==> src/rtl/dtd_pkg.sv <==
`timescale 1ns / 1ps
`default_nettype none

package dtd_pkg;

   // Depth of the command queue between the classifier and the expander.
   localparam int unsigned QUEUE_DEPTH = 4;

   // What the expander has to produce for one classified byte.
   typedef enum logic [1:0] {
      CMD_CHAR,     // one character, carried in the code field
      CMD_DIGRAM,   // two characters looked up from the code
      CMD_UNKNOWN,  // unknown escape text, selector in the code field
      CMD_MARK      // empty end marker, with or without the escape error
   } cmd_kind_type;

   typedef struct packed {
      cmd_kind_type kind;
      logic [7:0]   code;
      logic         last;
      logic         err;
   } cmd_type;

endpackage

`default_nettype wire

==> src/rtl/dtd_front.sv <==
`timescale 1ns / 1ps
`default_nettype none

module dtd_front (
   input  wire logic            clock,
   input  wire logic            reset,
   input  wire logic            in_valid,
   output logic                 in_ready,
   input  wire logic [7:0]      code_byte,
   input  wire logic            string_last,
   input  wire logic            queue_full,
   output logic                 push,
   output dtd_pkg::cmd_type     push_cmd
);

   localparam logic [7:0] CodeNull    = 8'h00;
   localparam logic [7:0] CodeSkipA   = 8'h03;
   localparam logic [7:0] CodeSkipB   = 8'h04;
   localparam logic [7:0] CodeNewA    = 8'h0C;
   localparam logic [7:0] CodeNewB    = 8'h0D;
   localparam logic [7:0] CodeEscape  = 8'h1B;
   localparam logic [7:0] CodePeriod  = 8'h1F;
   localparam logic [7:0] SelUeLow    = 8'h02;
   localparam logic [7:0] SelAeLow    = 8'h05;
   localparam logic [7:0] SelAringUp  = 8'h0F;
   localparam logic [7:0] SelOeLow    = 8'h15;
   localparam logic [7:0] SelUeUp     = 8'h1B;
   localparam logic [7:0] SelSharpS   = 8'h62;
   localparam logic [7:0] CharNewline = 8'h0A;
   localparam logic [7:0] CharPeriod  = 8'h2E;

   logic escape_ff;
   logic escape_in;
   logic accept;

   // A byte is taken whenever the queue has room for its command.
   assign in_ready = !queue_full;
   assign accept   = in_valid && in_ready;

   // Classify the accepted byte into one command, or none for silent bytes.
   always_comb begin
      escape_in     = escape_ff;
      push          = 1'b0;
      push_cmd.kind = dtd_pkg::CMD_CHAR;
      push_cmd.code = code_byte;
      push_cmd.last = string_last;
      push_cmd.err  = 1'b0;
      if (accept) begin
         if (escape_ff) begin
            escape_in = 1'b0;
            push      = 1'b1;
            case (code_byte)
               SelUeLow:   push_cmd.code = 8'd252;
               SelAeLow:   push_cmd.code = 8'd228;
               SelAringUp: push_cmd.code = 8'd197;
               SelOeLow:   push_cmd.code = 8'd246;
               SelUeUp:    push_cmd.code = 8'd220;
               SelSharpS:  push_cmd.code = 8'd223;
               default:    push_cmd.kind = dtd_pkg::CMD_UNKNOWN;
            endcase
         end else if (code_byte[7]) begin
            push          = 1'b1;
            push_cmd.kind = dtd_pkg::CMD_DIGRAM;
         end else begin
            case (code_byte)
               CodeNull, CodeSkipA, CodeSkipB: begin
                  push          = string_last;
                  push_cmd.kind = dtd_pkg::CMD_MARK;
               end
               CodeNewA, CodeNewB: begin
                  push          = 1'b1;
                  push_cmd.code = CharNewline;
               end
               CodePeriod: begin
                  push          = 1'b1;
                  push_cmd.code = CharPeriod;
               end
               CodeEscape: begin
                  // An escape on the last byte closes the string with an error.
                  push          = string_last;
                  push_cmd.kind = dtd_pkg::CMD_MARK;
                  push_cmd.err  = 1'b1;
                  escape_in     = !string_last;
               end
               default: begin
                  push = 1'b1;
               end
            endcase
         end
      end
   end

   // Escape flag register.
   always_ff @(posedge clock) begin
      if (reset) begin
         escape_ff <= 1'b0;
      end else begin
         escape_ff <= escape_in;
      end
   end

endmodule

`default_nettype wire

==> src/rtl/dtd_queue.sv <==
`timescale 1ns / 1ps
`default_nettype none

module dtd_queue #(
   parameter int unsigned DEPTH = dtd_pkg::QUEUE_DEPTH
) (
   input  wire logic             clock,
   input  wire logic             reset,
   input  wire logic             push,
   input  wire dtd_pkg::cmd_type push_cmd,
   output logic                  full,
   input  wire logic             pop,
   output logic                  head_valid,
   output dtd_pkg::cmd_type      head_cmd
);

   localparam int unsigned PtrW   = (DEPTH > 1) ? $clog2(DEPTH) : 1;
   localparam int unsigned CountW = $clog2(DEPTH + 1);
   localparam logic [PtrW-1:0]   PtrTop    = PtrW'(DEPTH - 1);
   localparam logic [CountW-1:0] CountFull = CountW'(DEPTH);

   dtd_pkg::cmd_type entries_ff [DEPTH];
   logic [PtrW-1:0]   wr_ptr_ff;
   logic [PtrW-1:0]   wr_ptr_in;
   logic [PtrW-1:0]   rd_ptr_ff;
   logic [PtrW-1:0]   rd_ptr_in;
   logic [CountW-1:0] count_ff;
   logic [CountW-1:0] count_in;
   logic              do_push;
   logic              do_pop;

   assign full       = (count_ff == CountFull);
   assign head_valid = (count_ff != '0);
   assign head_cmd   = entries_ff[rd_ptr_ff];
   assign do_push    = push && !full;
   assign do_pop     = pop && head_valid;

   // Pointer and fill count update.
   always_comb begin
      wr_ptr_in = wr_ptr_ff;
      rd_ptr_in = rd_ptr_ff;
      count_in  = count_ff;
      if (do_push) begin
         wr_ptr_in = (wr_ptr_ff == PtrTop) ? '0 : wr_ptr_ff + 1'b1;
      end
      if (do_pop) begin
         rd_ptr_in = (rd_ptr_ff == PtrTop) ? '0 : rd_ptr_ff + 1'b1;
      end
      if (do_push && !do_pop) begin
         count_in = count_ff + 1'b1;
      end else if (do_pop && !do_push) begin
         count_in = count_ff - 1'b1;
      end
   end

   always_ff @(posedge clock) begin
      if (reset) begin
         wr_ptr_ff <= '0;
         rd_ptr_ff <= '0;
         count_ff  <= '0;
      end else begin
         wr_ptr_ff <= wr_ptr_in;
         rd_ptr_ff <= rd_ptr_in;
         count_ff  <= count_in;
      end
   end

   // Entry storage needs no reset.
   always_ff @(posedge clock) begin
      if (do_push) begin
         entries_ff[wr_ptr_ff] <= push_cmd;
      end
   end

endmodule

`default_nettype wire

==> src/rtl/dtd_back.sv <==
`timescale 1ns / 1ps
`default_nettype none

module dtd_back (
   input  wire logic             clock,
   input  wire logic             reset,
   input  wire logic             head_valid,
   input  wire dtd_pkg::cmd_type head_cmd,
   output logic                  pop,
   output logic                  out_valid,
   input  wire logic             out_ready,
   output logic [7:0]            out_char,
   output logic                  char_valid,
   output logic                  run_last,
   output logic                  string_end,
   output logic                  escape_error
);

   localparam logic [8*16-1:0]  FirstChars  = " etainosrlhcdupm";
   localparam logic [8*128-1:0] SecondChars = {
      "tasio wb", " rnsdalm", "h ieoras", "nrtlc sy",
      "nstcloer", " dtgesio", "nr ufmsw", " tep.ica",
      "e oiadur", " laeiyod", "eia otru", "etoakhlr",
      " eiu,.oa", "nsrctlai", "leoiratp", "eaoip bm"};
   localparam logic [8*16-1:0]  UnknownHead = "---Unknown char:";
   localparam logic [7:0]       CharDash    = 8'h2D;
   localparam logic [4:0]       HeadLen     = 5'd16;

   function automatic logic [7:0] hex_digit(input logic [3:0] d);
      hex_digit = (d < 4'd10) ? (8'h30 + {4'b0000, d}) : (8'h37 + {4'b0000, d});
   endfunction

   dtd_pkg::cmd_type cmd_ff;
   dtd_pkg::cmd_type cmd_in;
   logic             active_ff;
   logic             active_in;
   logic [4:0]       idx_ff;
   logic [4:0]       idx_in;
   logic             out_valid_ff;
   logic             out_valid_in;
   logic [7:0]       char_ff;
   logic             cvalid_ff;
   logic             run_last_ff;
   logic             str_end_ff;
   logic             err_ff;

   logic [4:0]       final_idx;
   logic [7:0]       cur_char;
   logic             cur_final;
   logic             emit;
   logic [6:0]       second_sel;
   logic [3:0]       first_sel;
   logic [1:0]       hex_len;

   assign first_sel  = cmd_ff.code[6:3];
   assign second_sel = cmd_ff.code[6:0];
   assign hex_len    = (cmd_ff.code[7:4] != 4'h0) ? 2'd2 : 2'd1;

   // Character for the current position of the active command.
   always_comb begin
      final_idx = 5'd0;
      cur_char  = cmd_ff.code;
      case (cmd_ff.kind)
         dtd_pkg::CMD_CHAR: begin
            final_idx = 5'd0;
            cur_char  = cmd_ff.code;
         end
         dtd_pkg::CMD_DIGRAM: begin
            final_idx = 5'd1;
            cur_char  = idx_ff[0] ? SecondChars[{~second_sel, 3'b000} +: 8]
                                  : FirstChars[{~first_sel, 3'b000} +: 8];
         end
         dtd_pkg::CMD_UNKNOWN: begin
            // Head text, one or two hex digits, then three dashes.
            final_idx = HeadLen + {3'b000, hex_len} + 5'd2;
            if (idx_ff < HeadLen) begin
               cur_char = UnknownHead[{~idx_ff[3:0], 3'b000} +: 8];
            end else if (idx_ff < HeadLen + {3'b000, hex_len}) begin
               cur_char = (hex_len == 2'd2 && idx_ff == HeadLen)
                          ? hex_digit(cmd_ff.code[7:4]) : hex_digit(cmd_ff.code[3:0]);
            end else begin
               cur_char = CharDash;
            end
         end
         dtd_pkg::CMD_MARK: begin
            final_idx = 5'd0;
            cur_char  = 8'h00;
         end
         default: begin
            final_idx = 5'd0;
            cur_char  = 8'h00;
         end
      endcase
   end

   assign cur_final = (idx_ff == final_idx);
   assign emit      = active_ff && (!out_valid_ff || out_ready);
   assign pop       = head_valid && (!active_ff || (emit && cur_final));

   // Step through the active command and take the next one from the queue.
   always_comb begin
      cmd_in       = cmd_ff;
      active_in    = active_ff;
      idx_in       = idx_ff;
      out_valid_in = out_valid_ff && !out_ready;
      if (emit) begin
         out_valid_in = 1'b1;
         idx_in       = idx_ff + 5'd1;
         if (cur_final) begin
            active_in = 1'b0;
         end
      end
      if (pop) begin
         cmd_in    = head_cmd;
         active_in = 1'b1;
         idx_in    = 5'd0;
      end
   end

   always_ff @(posedge clock) begin
      if (reset) begin
         active_ff    <= 1'b0;
         idx_ff       <= 5'd0;
         out_valid_ff <= 1'b0;
      end else begin
         active_ff    <= active_in;
         idx_ff       <= idx_in;
         out_valid_ff <= out_valid_in;
      end
   end

   // Command and output payload registers.
   always_ff @(posedge clock) begin
      cmd_ff <= cmd_in;
      if (emit) begin
         char_ff     <= cur_char;
         cvalid_ff   <= (cmd_ff.kind != dtd_pkg::CMD_MARK);
         run_last_ff <= cur_final;
         str_end_ff  <= cur_final && cmd_ff.last;
         err_ff      <= (cmd_ff.kind == dtd_pkg::CMD_MARK) && cmd_ff.err;
      end
   end

   assign out_valid    = out_valid_ff;
   assign out_char     = char_ff;
   assign char_valid   = cvalid_ff;
   assign run_last     = run_last_ff;
   assign string_end   = str_end_ff;
   assign escape_error = err_ff;

   // The end of a string always closes the run of its byte.
   assert property (@(posedge clock) disable iff (reset)
      out_valid_ff && str_end_ff |-> run_last_ff)
      else $error("string end without run end");

   // An escape error is carried only by an empty end marker.
   assert property (@(posedge clock) disable iff (reset)
      out_valid_ff && err_ff |-> !cvalid_ff && str_end_ff)
      else $error("escape error on a character result");

   // The position never runs past the longest unknown-escape text.
   assert property (@(posedge clock) disable iff (reset)
      active_ff |-> idx_ff <= 5'd20)
      else $error("position beyond last character");

   // A new command is taken only once the current one has emitted its last character.
   assert property (@(posedge clock) disable iff (reset)
      pop && active_ff |-> emit && cur_final)
      else $error("command replaced before completion");

   // A stalled result holds its character until it is taken.
   assert property (@(posedge clock) disable iff (reset)
      out_valid_ff && !out_ready |=> out_valid_ff && $stable(char_ff))
      else $error("stalled result changed");

endmodule

`default_nettype wire

==> src/rtl/digram_text_decoder.sv <==
`timescale 1ns / 1ps
`default_nettype none

// Channel   Direction  Handshake               Contents
// req       in         req_tvalid/req_tready   code byte, last byte of the string
// rsp       out        rsp_tvalid/rsp_tready   character, flags, run and string end
//
// One character leaves per cycle while rsp_tready is high and the queue has commands.
// A byte yields 1 character if plain, 2 for a digram, 20 or 21 for an unknown escape.
// Silent bytes are accepted by the front and queue no command. The expander's
// position counter sets the rate; the command queue lets the front accept while it works.
// Reset is synchronous and active high and clears the escape flag and the command queue.
// A stalled result holds in the output register while the queue fills behind it.

module digram_text_decoder #(
   parameter int unsigned QUEUE_DEPTH = dtd_pkg::QUEUE_DEPTH
) (
   input  wire logic        clock,
   input  wire logic        reset,
   input  wire logic        req_tvalid,
   output logic             req_tready,
   input  wire logic [7:0]  req_tdata,   // [7:0] code_byte
   input  wire logic        req_tlast,   // string_last
   output logic             rsp_tvalid,
   input  wire logic        rsp_tready,
   output logic [15:0]      rsp_tdata,   // [7:0] out_char, [8] run_last, [15:9] zero
   output logic [1:0]       rsp_tuser,   // [0] char_valid, [1] escape_error
   output logic             rsp_tlast    // string_end
);

   logic             push;
   dtd_pkg::cmd_type push_cmd;
   logic             queue_full;
   logic             pop;
   logic             head_valid;
   dtd_pkg::cmd_type head_cmd;
   logic [7:0]       out_char;
   logic             run_last;

   dtd_front u_front (
      .clock       (clock),
      .reset       (reset),
      .in_valid    (req_tvalid),
      .in_ready    (req_tready),
      .code_byte   (req_tdata),
      .string_last (req_tlast),
      .queue_full  (queue_full),
      .push        (push),
      .push_cmd    (push_cmd)
   );

   dtd_queue #(
      .DEPTH (QUEUE_DEPTH)
   ) u_queue (
      .clock      (clock),
      .reset      (reset),
      .push       (push),
      .push_cmd   (push_cmd),
      .full       (queue_full),
      .pop        (pop),
      .head_valid (head_valid),
      .head_cmd   (head_cmd)
   );

   dtd_back u_back (
      .clock        (clock),
      .reset        (reset),
      .head_valid   (head_valid),
      .head_cmd     (head_cmd),
      .pop          (pop),
      .out_valid    (rsp_tvalid),
      .out_ready    (rsp_tready),
      .out_char     (out_char),
      .char_valid   (rsp_tuser[0]),
      .run_last     (run_last),
      .string_end   (rsp_tlast),
      .escape_error (rsp_tuser[1])
   );

   // Pack the result payload.
   assign rsp_tdata = {7'b0000000, run_last, out_char};

endmodule

`default_nettype wire
==> config.mk <==
export PLATFORM = sky130hd
export DESIGN_NAME = digram_text_decoder
export DESIGN_NICKNAME = d
export VERILOG_FILES = /design/src/rtl/dtd_pkg.sv /design/src/rtl/dtd_front.sv /design/src/rtl/dtd_queue.sv /design/src/rtl/dtd_back.sv /design/src/rtl/digram_text_decoder.sv
export SDC_FILE = /design/constraint.sdc
export NUM_CORES = 1
export LEC_CHECK = 0
export BUFFER_PORTS_ARGS = -buffer_cell sky130_fd_sc_hd__buf_2
export CAP_MARGIN = 10
export CORE_UTILIZATION = 43
export CTS_CLUSTER_SIZE = 28
export DETAILED_ROUTE_END_ITERATION = 8
export PLACE_DENSITY = 0.62
export SYNTH_ARGS = -nofsm -noshare
export SYNTH_HDL_FRONTEND = slang
export SYNTH_SLANG_ARGS = --single-unit
export TNS_END_PERCENT = 30
==> constraint.sdc <==
create_clock -name clock -period 3.4 [get_ports clock]
set_input_delay 0.34 -clock clock [delete_from_list [all_inputs] [get_ports clock]]
set_output_delay 0.34 -clock clock [all_outputs]
set_load 0.02 [all_outputs]
==> impl_results.rst, run 1 <==
.. list-table::
   :header-rows: 1

   * - Metric
     - Value
   * - Full die area
     - 14490 um^2
   * - Multi-input logic area
     - 3244 um^2
   * - Number of nets in the final layout
     - 654
   * - Critical path's largest stage delay
     - 0.43 ns
   * - N_diodes
     - 0
   * - Status
     - finished clean
   * - Max_cap viols
     - 0
   * - Starting DRT DRC Count
     - 450
   * - Total of warnings raised by yosys
     - 0
   * - Count of clock tree sinks
     - 87
   * - Via density per instance
     - 6.062
   * - EDFF count, synth
     - 72
   * - Total gr overflow
     - 0
   * - Bufs and invs on worst path
     - 3
   * - DRC viols
     - 0
   * - Area delta synth->final
     - 8.638%
   * - Worst relative slew slack
     - 0.3956
   * - Post-layout instance area
     - 6546 um^2
   * - Library cell occupying the most area in the post-synthesis netlist
     - sky130_fd_sc_hd__edfxtp_1
   * - Total power divided by cell area
     - 914.8 nW/um^2
   * - Die outline width
     - 120.4 um
   * - Worst-case clock buffer depth
     - 2
   * - Worst-path cell chain
     - clkinv_4, ha_1, or3b_4, nor4_1, a31oi_1, a211o_1, a21oi_4, inv_1, ha_2, inv_1, fa_1, xor2_1, or3_1, a21oi_1
   * - Detail-routed net length per standard cell
     - 17.89 um
   * - Shortest period the worst path allows
     - 3.127 ns
   * - Type of the tightest min-delay check
     - input pin to flop
   * - Type of the worst setup path
     - flop to flop
   * - Total standard cell area after synthesis
     - 6026 um^2
   * - Total number of vias
     - 4777
   * - Number of I/O pins
     - 34
   * - Detailed placement HPWL
     - 9481 um
   * - Crit. path cell count
     - 14
   * - Register bit count reported by yosys
     - 87
   * - Global-route wire length before repair
     - 23160 um
   * - Part of the Yosys area used for sequential elements
     - 0.4086
   * - Highest attainable clock frequency
     - 319.8 MHz
   * - Sequential cell area in the final layout
     - 2462 um^2
   * - Worst-margin pin slew
     - 0.9053 ns
   * - Chip Height
     - 120.4 um
   * - CTS tree
     - built
   * - Most frequently used flop master after synthesis
     - sky130_fd_sc_hd__edfxtp_1
   * - Antenna Nets Post-Route
     - 0
   * - Setup violation total in the final timing report
     - 0
   * - Gate count of the mapped netlist
     - 607
   * - Pins over their slew limit
     - 0
   * - Crit share post-route
     - 0.9197
   * - Sum of negative setup slack
     - 0 ns
   * - Cell with the largest stage delay on the worst path
     - sky130_fd_sc_hd__edfxtp_1
   * - Post-cts gate resize count
     - 0
   * - Post-CTS clock slew at the launch and capture registers of the worst setup and hold paths
     - 0.06 ns
   * - Number of global-route vias before repair
     - 4582
   * - Number of iterations in the first detailed-routing pass
     - 5
   * - Clock insertion delay at the later pin of the skew report
     - 0.33 ns
   * - Clock root buffer
     - sky130_fd_sc_hd__clkbuf_16
   * - Leakage power
     - 2.319 nW
   * - Startpoint of the lowest-slack hold path
     - req_tlast
   * - Pwr Total
     - 5.988 mW
   * - Worst R2R Path Depth
     - 14
   * - Critical R2R Launch
     - u_back.cmd_ff[6]
   * - Fraction of layout cells with a size suffix above 1
     - 0.1487
   * - Most used standard cell by instance count after synthesis
     - sky130_fd_sc_hd__edfxtp_1
   * - Kind of end point of the critical path
     - flop
   * - Starting density of the core
     - 0.4479
   * - Post-CTS repair timing setup buffer count
     - 0
   * - Worst reg2reg path endpoint
     - u_queue.count_ff[2]
   * - End of the worst hold path
     - u_queue.entries_ff[1][1]
   * - Buffers on Ports
     - 26
   * - Hold Buf Count CTS
     - 0
   * - Filler Cells Inserted
     - 1271
   * - Crit-path most repeated cell
     - sky130_fd_sc_hd__inv_1
   * - Crit Path Max Fanout
     - 11
   * - Pin count of the biggest net entering global routing
     - 66
   * - Asr flop ratio synth
     - 0
   * - Synthesized area divided by synthesized cell count
     - 9.927 um^2
   * - Setup slack on the worst flop-to-flop path
     - 0.27 ns
   * - Placed standard-cell area
     - 6270 um^2
   * - Number of antenna violations at the first check in global routing
     - 0
   * - Leading post-synthesis cells by instance count
     - sky130_fd_sc_hd__edfxtp_1 (72), sky130_fd_sc_hd__nor2_1 (48), sky130_fd_sc_hd__a21oi_1 (44), sky130_fd_sc_hd__clkbuf_1 (37), sky130_fd_sc_hd__ha_1 (33)
   * - Routability congestion estimate from global placement
     - 0.9161
   * - Critical path data required time
     - 3.65 ns
   * - Distinct cell type count after synthesis
     - 73
   * - Hold path cells
     - 1
   * - Total GRT Usage
     - 0.2023
   * - Largest delay contributor family on the critical path
     - simple AND/OR/NAND/NOR gates
   * - H-Tree Depth
     - 3
   * - Detailed Route WL
     - 14100 um
   * - RSZ-0062 raised after global routing
     - no
   * - Max rail drop VDD
     - 0.4025 mV
   * - Most area-consuming cells after synthesis
     - sky130_fd_sc_hd__edfxtp_1 (36%), sky130_fd_sc_hd__ha_1 (6.9%), sky130_fd_sc_hd__mux4_2 (5.6%), sky130_fd_sc_hd__dfxtp_1 (5.0%), sky130_fd_sc_hd__a21oi_1 (3.7%)
   * - Layout Skew
     - 0.01052 ns
   * - Number of buffers added by the clock tree synthesis step
     - 9
   * - Arrival time worst endpoint
     - 3.37 ns
   * - Startpoint types
     - flop
   * - Hold violation total from the final report
     - 0
   * - Core area
     - 13450 um^2
   * - Post-synth top area share
     - 0.3588
   * - Cell Rows
     - 42
flip-flops by register name (all words and copies together) (netlist names):
| signal | cells |
|---|---|
| u_back.out_valid | 1 |
| u_back.cmd_ff | 12 |
| u_queue.entries_ff | 48 |
| u_back.run_last | 1 |
| u_front.escape_ff | 1 |
| u_back.active_ff | 1 |
| u_queue.wr_ptr_ff | 2 |
| u_back.escape_error | 1 |
| u_back.idx_ff | 5 |
| u_back.string_end | 1 |
| u_back.out_char | 8 |
| u_queue.rd_ptr_ff | 2 |
| u_back.char_valid | 1 |
| u_queue.count_ff | 3 |
worst max-delay path by stage:
stage,startpoint,slack [ns],to
floorplan,u_back.cmd_ff[6],0.002,u_queue.count_ff[2]
global placement,u_back.cmd_ff[6],0.42,u_queue.count_ff[2]
detailed placement,u_back.cmd_ff[6],0.27,u_queue.count_ff[2]
CTS,u_back.cmd_ff[6],0.26,u_queue.count_ff[2]
global route,u_back.cmd_ff[6],0.08,u_queue.count_ff[2]
finish,u_back.cmd_ff[6],0.27,u_queue.count_ff[2]
layout make-up:
class,count,share of cell area
Timing Repair Buffer,41,0.03899
Sequential cell,87,0.3761
Inverter,22,0.01338
Tap cell,176,0.03364
Multi-Input combinational cell,446,0.4956
Clock buffer,12,0.03765
Clock inverter,4,0.004587
where the power goes:
part / switching [mW] / total, mW / leakage, nW / internal, mW
Combinational: 2.07 / 3.41 / 1.39 / 1.33
Clock: 0.383 / 0.901 / 0.135 / 0.518
Sequential: 0.193 / 1.68 / 0.790 / 1.49
Total: 2.65 / 5.99 / 2.32 / 3.34
logic make-up after synthesis:
family                   Yosys count  share of synthesized area
XOR/XNOR                          12                    0.01744
multiplexers                      32                    0.08534
buffers and inverters             80                    0.05751
adder cells (fa/ha/maj)           34                    0.07184
other                              1                  0.0006223
flip-flops                        87                     0.4086
AO/OA/AOI/OAI                    169                     0.1919
AND/OR/NAND/NOR                  192                     0.1667
per-layer routing:
metal	global-route usage	routed length, um	up-vias
li1	-	-	2282
met1	0.2671	6255	2311
met2	0.3279	6847	158
met3	0.03491	680	26
met4	0.08410	315	0
met5	0	0	-
placed cells by master (no fill, tap or decap), types with 5 or more instances in the layout:
cell / n
sky130_fd_sc_hd__edfxtp_1: 72
sky130_fd_sc_hd__nor2_1: 48
sky130_fd_sc_hd__a21oi_1: 44
sky130_fd_sc_hd__ha_1: 32
sky130_fd_sc_hd__nand2_1: 30
sky130_fd_sc_hd__o21ai_0: 30
sky130_fd_sc_hd__buf_2: 26
sky130_fd_sc_hd__nor3_1: 23
sky130_fd_sc_hd__inv_1: 19
sky130_fd_sc_hd__nand2b_1: 15
sky130_fd_sc_hd__mux4_2: 15
sky130_fd_sc_hd__dfxtp_1: 15
sky130_fd_sc_hd__buf_4: 14
sky130_fd_sc_hd__nor2b_1: 13
sky130_fd_sc_hd__and2_1: 12
sky130_fd_sc_hd__mux2i_1: 12
sky130_fd_sc_hd__a31oi_1: 11
sky130_fd_sc_hd__a211oi_1: 10
sky130_fd_sc_hd__nand3_1: 10
sky130_fd_sc_hd__clkbuf_16: 9
sky130_fd_sc_hd__o31ai_1: 7
sky130_fd_sc_hd__nand4_1: 7
sky130_fd_sc_hd__or2_2: 7
sky130_fd_sc_hd__conb_1: 7
sky130_fd_sc_hd__xor2_1: 6
sky130_fd_sc_hd__xnor2_1: 6
sky130_fd_sc_hd__a22oi_1: 6
sky130_fd_sc_hd__o211ai_1: 6
sky130_fd_sc_hd__a211o_1: 5
sky130_fd_sc_hd__o311ai_0: 5
per-stage QoR:
step	std cells	worst slack (ns)	hold slack (ns)	utilization
floorplan	613	0.002037	0.4389	-
finish	788	0.2730	0.2600	0.4866
global placement	772	0.4217	0.4894	0.4661
CTS	788	0.2576	0.2471	0.4866
detailed placement	772	0.2654	0.5149	0.4661
global route	788	0.08408	0.2509	0.4866
Power figures use the tool's default switching activity.
==> inputs of run 2 (changes only) <==
Settings changed: PLACE_DENSITY 0.62 to 0.67.
==> run 2 against run 1 <==
- sequential power is essentially flat
- largest cell class unchanged
- utilization grew 0.17 points
- cell count grew 0.13%
- die area is the same
- global-route usage shrank 1.1 points
- combinational power shrank 2%
- total power grew 0.70%
- wire length shrank 3.8%
- clock-buffer cell count shrank 2
==> impl_results.rst, run 2 (synthesis gave the netlist of run 1 again) <==
.. list-table::
   :header-rows: 1

   * - Metric
     - Value
   * - Post-layout instance area
     - 6569 um^2 (was 6546 um^2)
   * - Critical path data required time
     - 3.66 ns (was 3.65 ns)
   * - RSZ-0062 raised after global routing
     - no (unchanged)
   * - Total power divided by cell area
     - 918.0 nW/um^2 (was 914.8 nW/um^2)
   * - Layout Skew
     - 0.008962 ns (was 0.01052 ns)
   * - Origin of the worst setup path
     - u_back.cmd_ff[6] (unchanged)
   * - Total GRT Usage
     - 0.1910 (was 0.2023)
   * - Core area
     - 13450 um^2 (unchanged)
   * - Setup violation total in the final timing report
     - 0 (unchanged)
   * - H-Tree Depth
     - 3 (unchanged)
   * - Pin count of the biggest net entering global routing
     - 66 (unchanged)
   * - Detailed placement HPWL
     - 9240 um (was 9481 um)
   * - CTS tree
     - built (unchanged)
   * - DRC viols
     - 0 (unchanged)
   * - Starting DRT DRC Count
     - 464 (was 450)
   * - Leakage power
     - 2.330 nW (was 2.319 nW)
   * - Die outline width
     - 120.4 um (unchanged)
   * - N_diodes
     - 0 (unchanged)
   * - Total number of vias
     - 4786 (was 4777)
   * - Sum of negative setup slack
     - 0 ns (unchanged)
   * - Startpoint of the lowest-slack hold path
     - req_tlast (unchanged)
   * - Worst relative slew slack
     - 0.3836 (was 0.3956)
   * - Instance count after placement with tap cells included
     - 773 (was 772)
   * - Pins over their slew limit
     - 0 (unchanged)
   * - Post-cts gate resize count
     - 0 (unchanged)
   * - Global-route wire length before repair
     - 22020 um (was 23160 um)
   * - Worst-case clock buffer depth
     - 2 (unchanged)
   * - Total gr overflow
     - 0 (unchanged)
   * - Critical R2R Launch
     - u_back.cmd_ff[6] (unchanged)
   * - Detailed Route WL
     - 13570 um (was 14100 um)
   * - Detail-routed net length per standard cell
     - 17.19 um (was 17.89 um)
   * - Most common library cell in the layout ignoring fill and taps
     - sky130_fd_sc_hd__edfxtp_1 (unchanged)
   * - Starting density of the core
     - 0.4479 (unchanged)
   * - Full die area
     - 14490 um^2 (unchanged)
   * - Number of antenna violations at the first check in global routing
     - 0 (unchanged)
   * - Highest attainable clock frequency
     - 325.7 MHz (was 319.8 MHz)
   * - Kind of end point of the critical path
     - flop (unchanged)
   * - Hold Buf Count CTS
     - 0 (unchanged)
   * - Placed standard-cell area
     - 6265 um^2 (was 6270 um^2)
   * - Fraction of layout cells with a size suffix above 1
     - 0.1533 (was 0.1487)
   * - Number of iterations in the first detailed-routing pass
     - 5 (unchanged)
   * - Post-CTS clock slew at the launch and capture registers of the worst setup and hold paths
     - 0.07 ns (was 0.06 ns)
   * - Post-layout instance count excluding filler cells
     - 789 (was 788)
   * - Worst-margin pin slew
     - 0.9233 ns (was 0.9053 ns)
   * - Max rail drop VDD
     - 0.3707 mV (was 0.4025 mV)
   * - Clock insertion delay at the later pin of the skew report
     - 0.34 ns (was 0.33 ns)
   * - Crit share post-route
     - 0.9031 (was 0.9197)
   * - Routability congestion estimate from global placement
     - 0.8858 (was 0.9161)
   * - Type of the worst setup path
     - flop to flop (unchanged)
   * - Number of nets in the final layout
     - 655 (was 654)
   * - Hold violation total from the final report
     - 0 (unchanged)
   * - Buffers on Ports
     - 26 (unchanged)
   * - Max_cap viols
     - 0 (unchanged)
   * - Post-CTS repair timing setup buffer count
     - 0 (unchanged)
   * - Top register by number of flip-flops
     - u_queue.entries_ff (unchanged)
   * - Number of buffers added by the clock tree synthesis step
     - 9 (unchanged)
   * - Number of global-route vias before repair
     - 4434 (was 4582)
   * - Number of I/O pins
     - 34 (unchanged)
   * - Count of clock tree sinks
     - 87 (unchanged)
   * - Cell Rows
     - 42 (unchanged)
   * - Via density per instance
     - 6.066 (was 6.062)
   * - Cell with the largest stage delay on the worst path
     - sky130_fd_sc_hd__edfxtp_1 (unchanged)
   * - Arrival time worst endpoint
     - 3.33 ns (was 3.37 ns)
   * - Type of the tightest min-delay check
     - input pin to flop (unchanged)
   * - Startpoint types
     - flop (unchanged)
   * - Crit-path most repeated cell
     - sky130_fd_sc_hd__inv_1 (unchanged)
   * - Antenna Nets Post-Route
     - 0 (unchanged)
   * - Max reg flops
     - 48 (unchanged)
   * - Clock root buffer
     - sky130_fd_sc_hd__clkbuf_16 (unchanged)
   * - Worst-path cell chain
     - clkinv_4, ha_1, or3b_4, nor4_1, a31oi_1, a211o_1, a21oi_4, inv_1, ha_2, inv_1, fa_1, xor2_1, or3_1, a21oi_1 (unchanged)
   * - Status
     - finished clean (unchanged)
   * - Area delta synth->final
     - 9.012% (was 8.638%)
   * - Shortest period the worst path allows
     - 3.070 ns (was 3.127 ns)
   * - Chip Height
     - 120.4 um (unchanged)
   * - Most frequent cells in the layout
     - sky130_fd_sc_hd__edfxtp_1 (72), sky130_fd_sc_hd__nor2_1 (48), sky130_fd_sc_hd__a21oi_1 (44) (unchanged)
   * - Crit Path Max Fanout
     - 11 (unchanged)
   * - Critical path's largest stage delay
     - 0.43 ns (about the same)
## run 2: metrics by stage
stage,hold slack [ns],utilization,power (mW),setup slack (ns)
2_1_floorplan,0.4389,-,4.218,0.002037
3_3_place_gp,0.4904,0.4657,4.954,0.4217
3_5_place_dp,0.5055,0.4657,5.006,0.3216
4_1_cts,0.2314,0.4883,6.007,0.3131
5_1_grt,0.2368,0.4883,6.446,0.1710
6_report,0.2375,0.4883,6.030,0.3295
## run 2: report_power, final
group	internal, mW	switching (mW)	total, mW
registers	1.49	0.206	1.69
clock network	0.582	0.403	0.985
logic	1.32	2.03	3.35
## run 2: final timing paths
kind | to | slack, ns | cells after the start
worst min-delay path | u_queue.entries_ff[3][1] | 0.24 | 1
worst max-delay path | u_queue.count_ff[2] | 0.33 | 14
worst min register to register | u_back.out_valid | 0.51 | 2
worst max register to register | u_queue.count_ff[2] | 0.33 | 14
## run 2: layout make-up
class                      count  area (um^2)
clock buffer                  10        229.0
clock inverter                 6        75.07
fill                        1250         6884
inverter                      22        87.58
multi-input combinational    446         3244
sequential                    87         2462
tap                          176        220.2
timing repair buffer          42        250.2
## run 2: critical path, delay by kind of cell (launching register included)
| family | cells | cell delay (ns) |
|---|---|---|
| adder cells (fa/ha/maj) | 3 | 0.55 |
| flip-flops | 1 | 0.43 |
| buffers and inverters | 3 | 0.25 |
| AND/OR/NAND/NOR | 3 | 0.99 |
| AO/OA/AOI/OAI | 4 | 0.71 |
| XOR/XNOR | 1 | 0.08 |
## run 2: layer usage
layer / part of all wire / track usage / vias up / wire [um]
met3: 0.050 / 0.02972 / 36 / 685
met1: 0.42 / 0.2444 / 2300 / 5764
met4: 0.032 / 0.08256 / 0 / 436
li1: - / - / 2283 / -
met5: 0 / 0 / - / 0
met2: 0.49 / 0.3200 / 167 / 6679
